[src/hdl/bounded_stack_with_palindrome_check_defines.svh]
// Assertion macros for the bounded stack block.
// Self-contained; the top level includes it.
`ifndef BOUNDED_STACK_WITH_PALINDROME_CHECK_DEFINES_SVH
`define BOUNDED_STACK_WITH_PALINDROME_CHECK_DEFINES_SVH

// Checked property, ignored while reset is high
`define BSP_ASSERT(lbl, clk, rst, prop, msg) \
   lbl: assert property (@(posedge clk) disable iff (rst) prop) else $error(msg);

// Checked property, live during reset as well
`define BSP_ASSERT_ALWAYS(lbl, clk, prop, msg) \
   lbl: assert property (@(posedge clk) prop) else $error(msg);

`endif

[src/hdl/bsp_pkg.sv]
// Package for the bounded stack block: sizes, operation and status codes,
// and the controller state type. No dependencies.
`default_nettype none

package bsp_pkg;

   localparam int DEPTH  = 16;
   localparam int IDX_W  = $clog2(DEPTH);
   localparam int CNT_W  = $clog2(DEPTH + 1);
   localparam int DATA_W = 32;

   // operation codes carried on req_mode
   localparam logic [1:0] MODE_PUSH    = 2'd0;
   localparam logic [1:0] MODE_POP     = 2'd1;
   localparam logic [1:0] MODE_READOUT = 2'd2;
   localparam logic [1:0] MODE_PAL     = 2'd3;

   // result status codes
   localparam logic [1:0] ST_OK       = 2'd0;
   localparam logic [1:0] ST_OVERFLOW = 2'd1;
   localparam logic [1:0] ST_EMPTY    = 2'd2;

   typedef enum logic [1:0] {
      S_IDLE,
      S_POP,
      S_WALK,
      S_PAL
   } state_type;

endpackage

`default_nettype wire

[src/hdl/bounded_stack_with_palindrome_check.sv]
// Bounded LIFO stack with top-to-bottom readout and palindrome check.
// Push: one beat after accept, next item in the next cycle. Pop: result beat after the
// store read and result registers, busy while in S_POP. Readout: one beat per element,
// top first, each beat after the store read and result registers, busy until the bottom
// beat. Palindrome: one pair per cycle over two read ports, then a registered result.
// Synchronous reset empties the stack; store not cleared; results never stall.
`default_nettype none

module bounded_stack_with_palindrome_check (
   input  wire logic                              clock,
   input  wire logic                              reset,
   input  wire logic                              start,
   output logic                                   busy,
   input  wire logic [1:0]                        req_mode,
   input  wire logic signed [bsp_pkg::DATA_W-1:0] req_push_value,
   output logic                                   rsp_valid,
   output logic [1:0]                             rsp_status,
   output logic signed [bsp_pkg::DATA_W-1:0]      rsp_data_out,
   output logic                                   rsp_is_palindrome,
   output logic                                   rsp_last
);
   import bsp_pkg::*;
   `include "bounded_stack_with_palindrome_check_defines.svh"

   state_type state_ff, state_in;
   logic [CNT_W-1:0] fill_count_ff, fill_count_in;
   logic [IDX_W-1:0] ptr_ff, ptr_in;      // readout index, or high index in check
   logic [IDX_W-1:0] lo_ff, lo_in;        // low index in check
   logic             out_valid_ff, out_valid_in;
   logic [1:0]       out_status_ff, out_status_in;
   logic signed [DATA_W-1:0] out_data_ff, out_data_in;
   logic             out_pal_ff, out_pal_in;
   logic             out_last_ff, out_last_in;

   logic                     wr_en;
   logic [IDX_W-1:0]         wr_addr, rd_addr_a, rd_addr_b;
   logic signed [DATA_W-1:0] rd_a_ff, rd_b_ff;
   logic signed [DATA_W-1:0] mem [DEPTH];

   logic             accept;
   logic [CNT_W-1:0] fill_dec;
   logic [IDX_W-1:0] top_idx;
   logic [IDX_W:0]   span;

   assign accept   = start && (state_ff == S_IDLE);
   assign busy     = (state_ff != S_IDLE);
   assign fill_dec = fill_count_ff - 1'b1;
   assign top_idx  = fill_dec[IDX_W-1:0];
   assign span     = {1'b0, ptr_ff} - {1'b0, lo_ff};

   // stack store: one write port, two registered read ports
   always_ff @(posedge clock) begin
      if (wr_en) begin
         mem[wr_addr] <= req_push_value;
      end
      rd_a_ff <= mem[rd_addr_a];
      rd_b_ff <= mem[rd_addr_b];
   end

   // control and result registers
   always_ff @(posedge clock) begin
      if (reset) begin
         state_ff      <= S_IDLE;
         fill_count_ff <= '0;
         out_valid_ff  <= 1'b0;
      end else begin
         state_ff      <= state_in;
         fill_count_ff <= fill_count_in;
         out_valid_ff  <= out_valid_in;
      end
      ptr_ff        <= ptr_in;
      lo_ff         <= lo_in;
      out_status_ff <= out_status_in;
      out_data_ff   <= out_data_in;
      out_pal_ff    <= out_pal_in;
      out_last_ff   <= out_last_in;
   end

   // next state, store access and result beat
   always_comb begin
      state_in      = state_ff;
      fill_count_in = fill_count_ff;
      ptr_in        = ptr_ff;
      lo_in         = lo_ff;
      out_valid_in  = 1'b0;
      out_status_in = ST_OK;
      out_data_in   = '0;
      out_pal_in    = 1'b0;
      out_last_in   = 1'b1;
      wr_en         = 1'b0;
      wr_addr       = fill_count_ff[IDX_W-1:0];
      rd_addr_a     = top_idx;
      rd_addr_b     = top_idx;

      case (state_ff)
         S_IDLE: begin
            if (accept) begin
               case (req_mode)
                  MODE_PUSH: begin
                     out_valid_in = 1'b1;
                     if (fill_count_ff == CNT_W'(DEPTH)) begin
                        out_status_in = ST_OVERFLOW;
                     end else begin
                        wr_en         = 1'b1;
                        fill_count_in = fill_count_ff + 1'b1;
                     end
                  end
                  MODE_POP: begin
                     if (fill_count_ff == '0) begin
                        out_valid_in  = 1'b1;
                        out_status_in = ST_EMPTY;
                     end else begin
                        fill_count_in = fill_dec;
                        state_in      = S_POP;
                     end
                  end
                  MODE_READOUT: begin
                     if (fill_count_ff == '0) begin
                        out_valid_in  = 1'b1;
                        out_status_in = ST_EMPTY;
                     end else begin
                        ptr_in   = top_idx;
                        state_in = S_WALK;
                     end
                  end
                  default: begin
                     // palindrome check: first pair is bottom and top
                     if (fill_count_ff == '0) begin
                        out_valid_in  = 1'b1;
                        out_status_in = ST_EMPTY;
                     end else begin
                        rd_addr_a = '0;
                        lo_in     = '0;
                        ptr_in    = top_idx;
                        state_in  = S_PAL;
                     end
                  end
               endcase
            end
         end
         S_POP: begin
            out_valid_in = 1'b1;
            out_data_in  = rd_a_ff;
            state_in     = S_IDLE;
         end
         S_WALK: begin
            // one element per cycle, next read issued below the current one
            out_valid_in = 1'b1;
            out_data_in  = rd_a_ff;
            out_last_in  = (ptr_ff == '0);
            rd_addr_a    = ptr_ff - 1'b1;
            ptr_in       = ptr_ff - 1'b1;
            if (ptr_ff == '0) begin
               state_in = S_IDLE;
            end
         end
         S_PAL: begin
            // compare one pair; continue inward while pairs remain
            rd_addr_a = lo_ff + 1'b1;
            rd_addr_b = ptr_ff - 1'b1;
            if (rd_a_ff != rd_b_ff) begin
               out_valid_in = 1'b1;
               state_in     = S_IDLE;
            end else if (span > (IDX_W + 1)'(2)) begin
               lo_in  = lo_ff + 1'b1;
               ptr_in = ptr_ff - 1'b1;
            end else begin
               out_valid_in = 1'b1;
               out_pal_in   = 1'b1;
               state_in     = S_IDLE;
            end
         end
         default: begin
            state_in = S_IDLE;
         end
      endcase
   end

   assign rsp_valid         = out_valid_ff;
   assign rsp_status        = out_status_ff;
   assign rsp_data_out      = out_data_ff;
   assign rsp_is_palindrome = out_pal_ff;
   assign rsp_last          = out_last_ff;

   // checks on fill tracking and beat sequencing
   `BSP_ASSERT_ALWAYS(a_fill_bound, clock, !reset |-> (fill_count_ff <= CNT_W'(DEPTH)), "fill count above depth")
   `BSP_ASSERT(a_ovf_full, clock, reset, (rsp_valid && rsp_status == ST_OVERFLOW) |-> (fill_count_ff == CNT_W'(DEPTH)), "overflow reported on a stack that is not full")
   `BSP_ASSERT(a_empty_zero, clock, reset, (rsp_valid && rsp_status == ST_EMPTY) |-> (fill_count_ff == '0), "empty reported on a stack that holds data")
   `BSP_ASSERT(a_walk_end, clock, reset, (state_ff == S_WALK && ptr_ff == '0) |=> (rsp_valid && rsp_last && state_ff == S_IDLE), "readout did not close with a last beat")

endmodule

`default_nettype wire

[config.mk]
export PLATFORM = sky130hd
export DESIGN_NAME = bounded_stack_with_palindrome_check
export DESIGN_NICKNAME = d
export VERILOG_FILES = /design/src/hdl/bsp_pkg.sv /design/src/hdl/bounded_stack_with_palindrome_check.sv
export VERILOG_INCLUDE_DIRS = /design/src /design/src/hdl
export SDC_FILE = /design/constraint.sdc
export NUM_CORES = 1
export LEC_CHECK = 0
export BUFFER_PORTS_ARGS = -buffer_cell sky130_fd_sc_hd__buf_2
export CORE_MARGIN = 10
export CORE_UTILIZATION = 44
export CTS_BUF_LIST = sky130_fd_sc_hd__clkbuf_16
export DETAILED_ROUTE_END_ITERATION = 6
export PLACE_DENSITY = 0.59
export SLEW_MARGIN = 25
export SYNTH_ARGS = -nofsm -noshare
export SYNTH_HDL_FRONTEND = slang
export SYNTH_SLANG_ARGS = --single-unit
[constraint.sdc]
create_clock -name clock -period 6.9 [get_ports clock]
set_input_delay 0.69 -clock clock [delete_from_list [all_inputs] [get_ports clock]]
set_output_delay 0.69 -clock clock [all_outputs]
set_load 0.01 [all_outputs]
# Yosys cells after proc, flatten, opt, wreduce, memory -nomap -nowiden
# Memory sizes are Yosys's and may differ from the RTL's. A register that Yosys moved wholly into a read port is not among the register bits.
# Index checks and enable logic that the tools add are counted.
[classes]
eq_ne = 18
bitwise_logic = 1
muxes = 44
addsub = 5
reduce_logical = 18
n_lt_le_gt_ge = 1
[ops]
columns = ["op", "n"]
rows = [
  ["$mux 4", 14],
  ["$ne 32x32->1", 1],
  ["$pmux 4 s3", 2],
  ["$ne 2x2->1 const B", 10],
  ["$mux 2", 9],
  ["$mux 1", 12],
  ["$reduce_and 6->1", 2],
  ["$mux 5", 2],
  ["$pmux 5 s2", 1],
  ["$reduce_and 5->1", 2],
  ["$pmux 2 s4", 1],
  ["$pmux 4 s2", 1],
  ["$eq 2x2->1 const B", 3],
  ["$pmux 2 s3", 1],
  ["$reduce_bool 2->1", 3],
  ["$reduce_or 2->1", 3],
  ["$add 5x1->5 const B", 1],
  ["$eq 5x5->1 const B", 1],
  ["$gt 5x2->1 const B", 1],
  ["$logic_not 5->1", 1],
  ["$sub 4x4->5", 1],
  ["$sub 5x1->5 const B", 1],
  ["$add 4x1->4 const B", 1],
  ["$eq 2x1->1 const B", 2],
  ["10 further kinds", 11],
]
[totals]
mem_count = 1
in_bits = 37
word_cells = 97
out_inout_bits = 38
register_bits = 52
mem_bits_rw = 512
[mem_list]
columns = ["name", "words", "word_bits", "read_ports", "rd_clocked_by_memory_dff", "wr", "line_no", "rtl"]
rows = [
  ["mem", 16, 32, 2, 2, 1, "bounded_stack_with_palindrome_check.sv:38", "logic signed [DATA_W-1:0] mem [DEPTH];"],
]

# Depth between registers and ports, before layout
[depth]
ltp_word = 7
depth_mapped = 14
ltp_nobuf = 10

# Least setup slack after synthesis
# No wires, ideal clock.
[synth_timing]
path_type = "reg2reg"
from = "reg fill_count_ff[0]"
to = "mem mem[0][0], enable pin"
stages_incl_launch_ff = 6
setup_ns = 0.502
path_buffers = 1
required_time_ns = 6.398
arrival_time_ns = 4.386
path_slack_ns = 2.012
cell_sequence = "dfxtp_1 > buf_2 > inv_1 > ha_1 > or4b_4 > nor4_1"
[synth_between]
elab_chain_len = 7
[synth_rtl]
columns = ["element", "line_no", "rtl"]
rows = [
  ["start, declared", "bounded_stack_with_palindrome_check.sv:26", "logic [CNT_W-1:0] fill_count_ff, fill_count_in;"],
  ["start signal, assigned", "bounded_stack_with_palindrome_check.sv:68", "fill_count_ff <= fill_count_in;"],
  ["$eq 5x5->1", "bounded_stack_with_palindrome_check.sv:101", "if (fill_count_ff == CNT_W'(DEPTH)) begin"],
  ["$mux 1", "bounded_stack_with_palindrome_check.sv:101", ""],
  ["$mux 1", "bounded_stack_with_palindrome_check.sv:98", "case (req_mode)"],
  ["$mux 1", "bounded_stack_with_palindrome_check.sv:97", "if (accept) begin"],
  ["$mux 1", "bounded_stack_with_palindrome_check.sv:95", "case (state_ff)"],
  ["$mux 1", "bounded_stack_with_palindrome_check.sv:53", "if (wr_en) begin"],
  ["$mux 1 (not written as such)", "bounded_stack_with_palindrome_check.sv:54", "mem[wr_addr] <= req_push_value;"],
  ["end, declared", "bounded_stack_with_palindrome_check.sv:38", ""],
]
# Several ways; a longest one is shown, not always the timed one.

# Final worst setup path
[layout_timing]
from = "reg state_ff[1]"
to = "reg rd_a_ff[4], read port of mem"
[layout_between]
elab_chain_len = 4
[layout_rtl]
columns = ["element", "line_no", "rtl"]
rows = [
  ["start, declared", "bounded_stack_with_palindrome_check.sv:25", "state_type state_ff, state_in;"],
  ["start signal, assigned", "bounded_stack_with_palindrome_check.sv:67", "state_ff <= state_in;"],
  ["$logic_not 2->1", "bounded_stack_with_palindrome_check.sv:45, bounded_stack_with_palindrome_check.sv:95", ""],
  ["$logic_and 1x1->1", "bounded_stack_with_palindrome_check.sv:45", "assign accept = start && (state_ff == S_IDLE);"],
  ["$mux 4", "bounded_stack_with_palindrome_check.sv:97", ""],
  ["$pmux 4 s3 *", "bounded_stack_with_palindrome_check.sv:95", ""],
  ["end, declared", "bounded_stack_with_palindrome_check.sv:37", "logic signed [DATA_W-1:0] rd_a_ff, rd_b_ff;"],
]
# Every way passes the cells marked *; elsewhere a longest branch is shown, timed or not.
# A chain may end at the register's enable or synchronous reset.

==> results.py <==
metrics = {
    "drt": {
        "dr_total_vias": 23576,
        "antenna_left": 0,
        "drtPass1Iterations": 5,
        "via_per_inst": 6.853,
        "drt-total-wl_um": 108100,
        "drt_iter0_markers": 2707,
        "post_drt_wl_per_cell_um": 31.42,
        "drc": 0,
    },
    "placement": {
        "portBuffers": 74,
        "place_area_sq_um": 33230,
        "place_congestion": 0.8192,
        "dpl.hpwl_um": 52940,
    },
    "cts": {
        "cts-hold-fix-buffers": 0,
        "cts_tree": "yes",
        "cts_buffers": 72,
        "cts-root-buf": "clkbuf_16",
        "cts.path.max_buffers": 3,
        "htree_levels": 3,
        "post_cts_resized": 0,
        "path_clk_slew_ps": 60,
        "cts.sinks": 628,
        "postCtsSetupBuffers": 0,
        "insertion_delay_ps": 630,
    },
    "logic_synthesis": {
        "avgSynthCellArea_sq_um": 13.04,
        "ys_seq_elements": 628,
        "synth.yosys.warnings": 0,
        "synthCells": 2456,
        "synth_nets": 2510,
        "seq_area_frac_synth_pct": 55.51,
        "synth_top_flop_cell": "edfxtp_1",
        "synth_area_sq_um": 32030,
        "synthDistinctLibCells": 61,
        "synth-edff-count": 520,
        "async_reset_ff_share_pct": 0,
    },
    "outcome": {
        "status": "finished, final reports clean",
    },
    "global_route": {
        "grt_overflow": 0,
        "grt_pass1_vias": 23430,
        "antenna_found_initial": 5,
        "grt_use_total_pct": 25.30,
        "grt_max_degree": 231,
        "grt_pass1_wl_um": 157200,
    },
    "die": {
        "fp-row-count": 98,
        "die_y_um": 289.8,
        "core_area_sq_um": 71850,
        "start_util_pct": 44.57,
        "chipWidth_um": 289.8,
        "dieArea_sq_um": 83980,
        "ios": 75,
    },
    "sta": {
        "hold_viol": 0,
        "setup_violations": 0,
        "period_minus_slack_ps": 4232,
        "max_freq_ghz": 0.2363,
        "worstMarginPinSlew_ps": 1201,
        "relSlewSlack_pct": 19.92,
        "slew_violations": 0,
        "fin_crit_sh_pct": 61.33,
        "fin_tns_setup_ps": 0,
        "finClkSkew_ps": 22.53,
        "rsz0062_at_grt": "no",
    },
    "power": {
        "peakVddDrop_v": 0.0004252,
        "power.leakage_nw": 11.87,
        "power_density_nw_per_um2": 436.2,
    },
    "setup_path": {
        "start_kind": "flop",
        "crit_family": "buffers and inverters",
        "path_cells": "inv_1 > ha_4 > buf_4 > o22a_4 > buf_12 > buf_16 > o311ai_0 > o22ai_1 > a32oi_1 > nand2_1",
        "path_class": "flop to flop",
        "worst-path-max-fanout": 125,
        "slowest_delay_ps": 740,
        "end_kind": "flop",
        "crit_required_ps": 7460,
        "cpMaxStageDelayCell": "buf_4",
        "arrival_ps": 4790,
        "cp.buffers_inverters": 4,
    },
    "cells_and_area": {
        "final_common_cell": "edfxtp_1",
        "design_area_sq_um": 35610,
        "area_delta_synth_final_pct": 11.18,
        "drive_above_1_share_pct": 19.67,
        "fin_nets": 2482,
        "final_cell_mix": "edfxtp_1, nand2_1, mux2i_1, mux4_2, o22ai_1",
    },
    "hold_path": {
        "hp-class": "input port to flop",
    },
    "flow_run": {
        "maxCapViolations": 0,
    },
}
==> cell families (layout without fill, tap and decap cells) <==
family                   Yosys count  in the layout  synth area share [%]
AO/OA/AOI/OAI                    674            674                 15.41
XOR/XNOR                          43             43                 1.176
adder cells (fa/ha/maj)           17             17                0.6876
buffers and inverters            244            274                 3.626
flip-flops                       628            628                 55.51
multiplexers                     356            356                 16.38
other                              0              4                     0
AND/OR/NAND/NOR                  494            494                 7.212
==> routing by layer <==
layer	routed length [um]	GRT usage (%)	part of all wire [%]	vias up
met4	4203	10.58	3.9	4
met1	43340	34.34	40	11900
li1	-	-	-	9847
met2	48530	39.40	45	1528
met5	32	0	0.030	-
met3	11990	4.866	11	297
==> power by group <==
group | internal (W) | switching, W
clock | 0.00220 | 0.00156
sequential | 0.00444 | 0.000206
combinational | 0.00247 | 0.00465
total | 0.00911 | 0.00642
==> worst paths after layout <==
kind                                  start  cells after the start  slack [ps]                to
worst min register to register  rd_a_ff[21]                      1         480  rsp_data_out[21]
worst max register to register  state_ff[1]                     10        2670        rd_a_ff[4]
worst min-delay path                  reset                      2         350       state_ff[1]
worst max-delay path            state_ff[1]                     10        2670        rd_a_ff[4]
==> layout make-up <==
class                           instances  area (sq um)
Antenna cell                            4         10.01
Clock buffer                           77          1927
Clock inverter                         55         384.1
Fill cell                            6210         36250
Inverter                               16         60.06
Multi-Input combinational cell       1584         13380
Sequential cell                       628         17780
Tap cell                              950          1189
Timing Repair Buffer                  126         874.6
==> through the flow <==
stage | std cells | hold slack (ps) | total power (W) | worst slack [ps] | util [%]
final | 3440 | 345.3 | 0.01553 | 2668 | 49.55
after global routing | 3437 | 361.8 | 0.01613 | 2413 | 49.54
after CTS | 3434 | 318.5 | 0.01538 | 2729 | 49.46
after detailed placement | 3302 | 470.3 | 0.01163 | 2818 | 46.24
after global placement | 3301 | 463.8 | 0.01152 | 2866 | 46.19
after floorplan | 2456 | 451.5 | 0.009366 | 2012 | -
==> state kept, by name, indices dropped and copies added, names as in the netlist <==
signal	cells
fill_count_ff	5
lo_ff	4
mem	512
ptr_ff	4
rd_a_ff	32
rd_b_ff	32
rsp_data_out	32
rsp_is_palindrome	1
rsp_last	1
rsp_status	2
rsp_valid	1
state_ff	2
==> cell usage after synthesis (26+ instances only) <==
cell	number	area, sq um
xnor2_1	38	332.8
a21oi_1	106	530.5
mux2i_1	163	1632
a32oi_1	63	551.8
nor2_1	132	495.5
or3_1	62	387.9
o22ai_1	126	788.3
buf_4	26	195.2
dfxtp_1	108	2162
edfxtp_1	520	15610
o32ai_1	34	297.8
mux2_2	65	732.0
mux4_2	128	2883
nand2_1	185	694.4
o21ai_0	30	150.1
a211oi_1	34	255.2
nor2b_1	37	231.5
and2_1	36	225.2
o22a_1	34	297.8
o311ai_0	62	543.0
o21ai_1	40	200.2
buf_2	58	290.3
o221ai_1	43	376.6
a22oi_1	62	465.5
clkbuf_1	119	446.7
No activity file was read; power rests on OpenSTA's default activity.
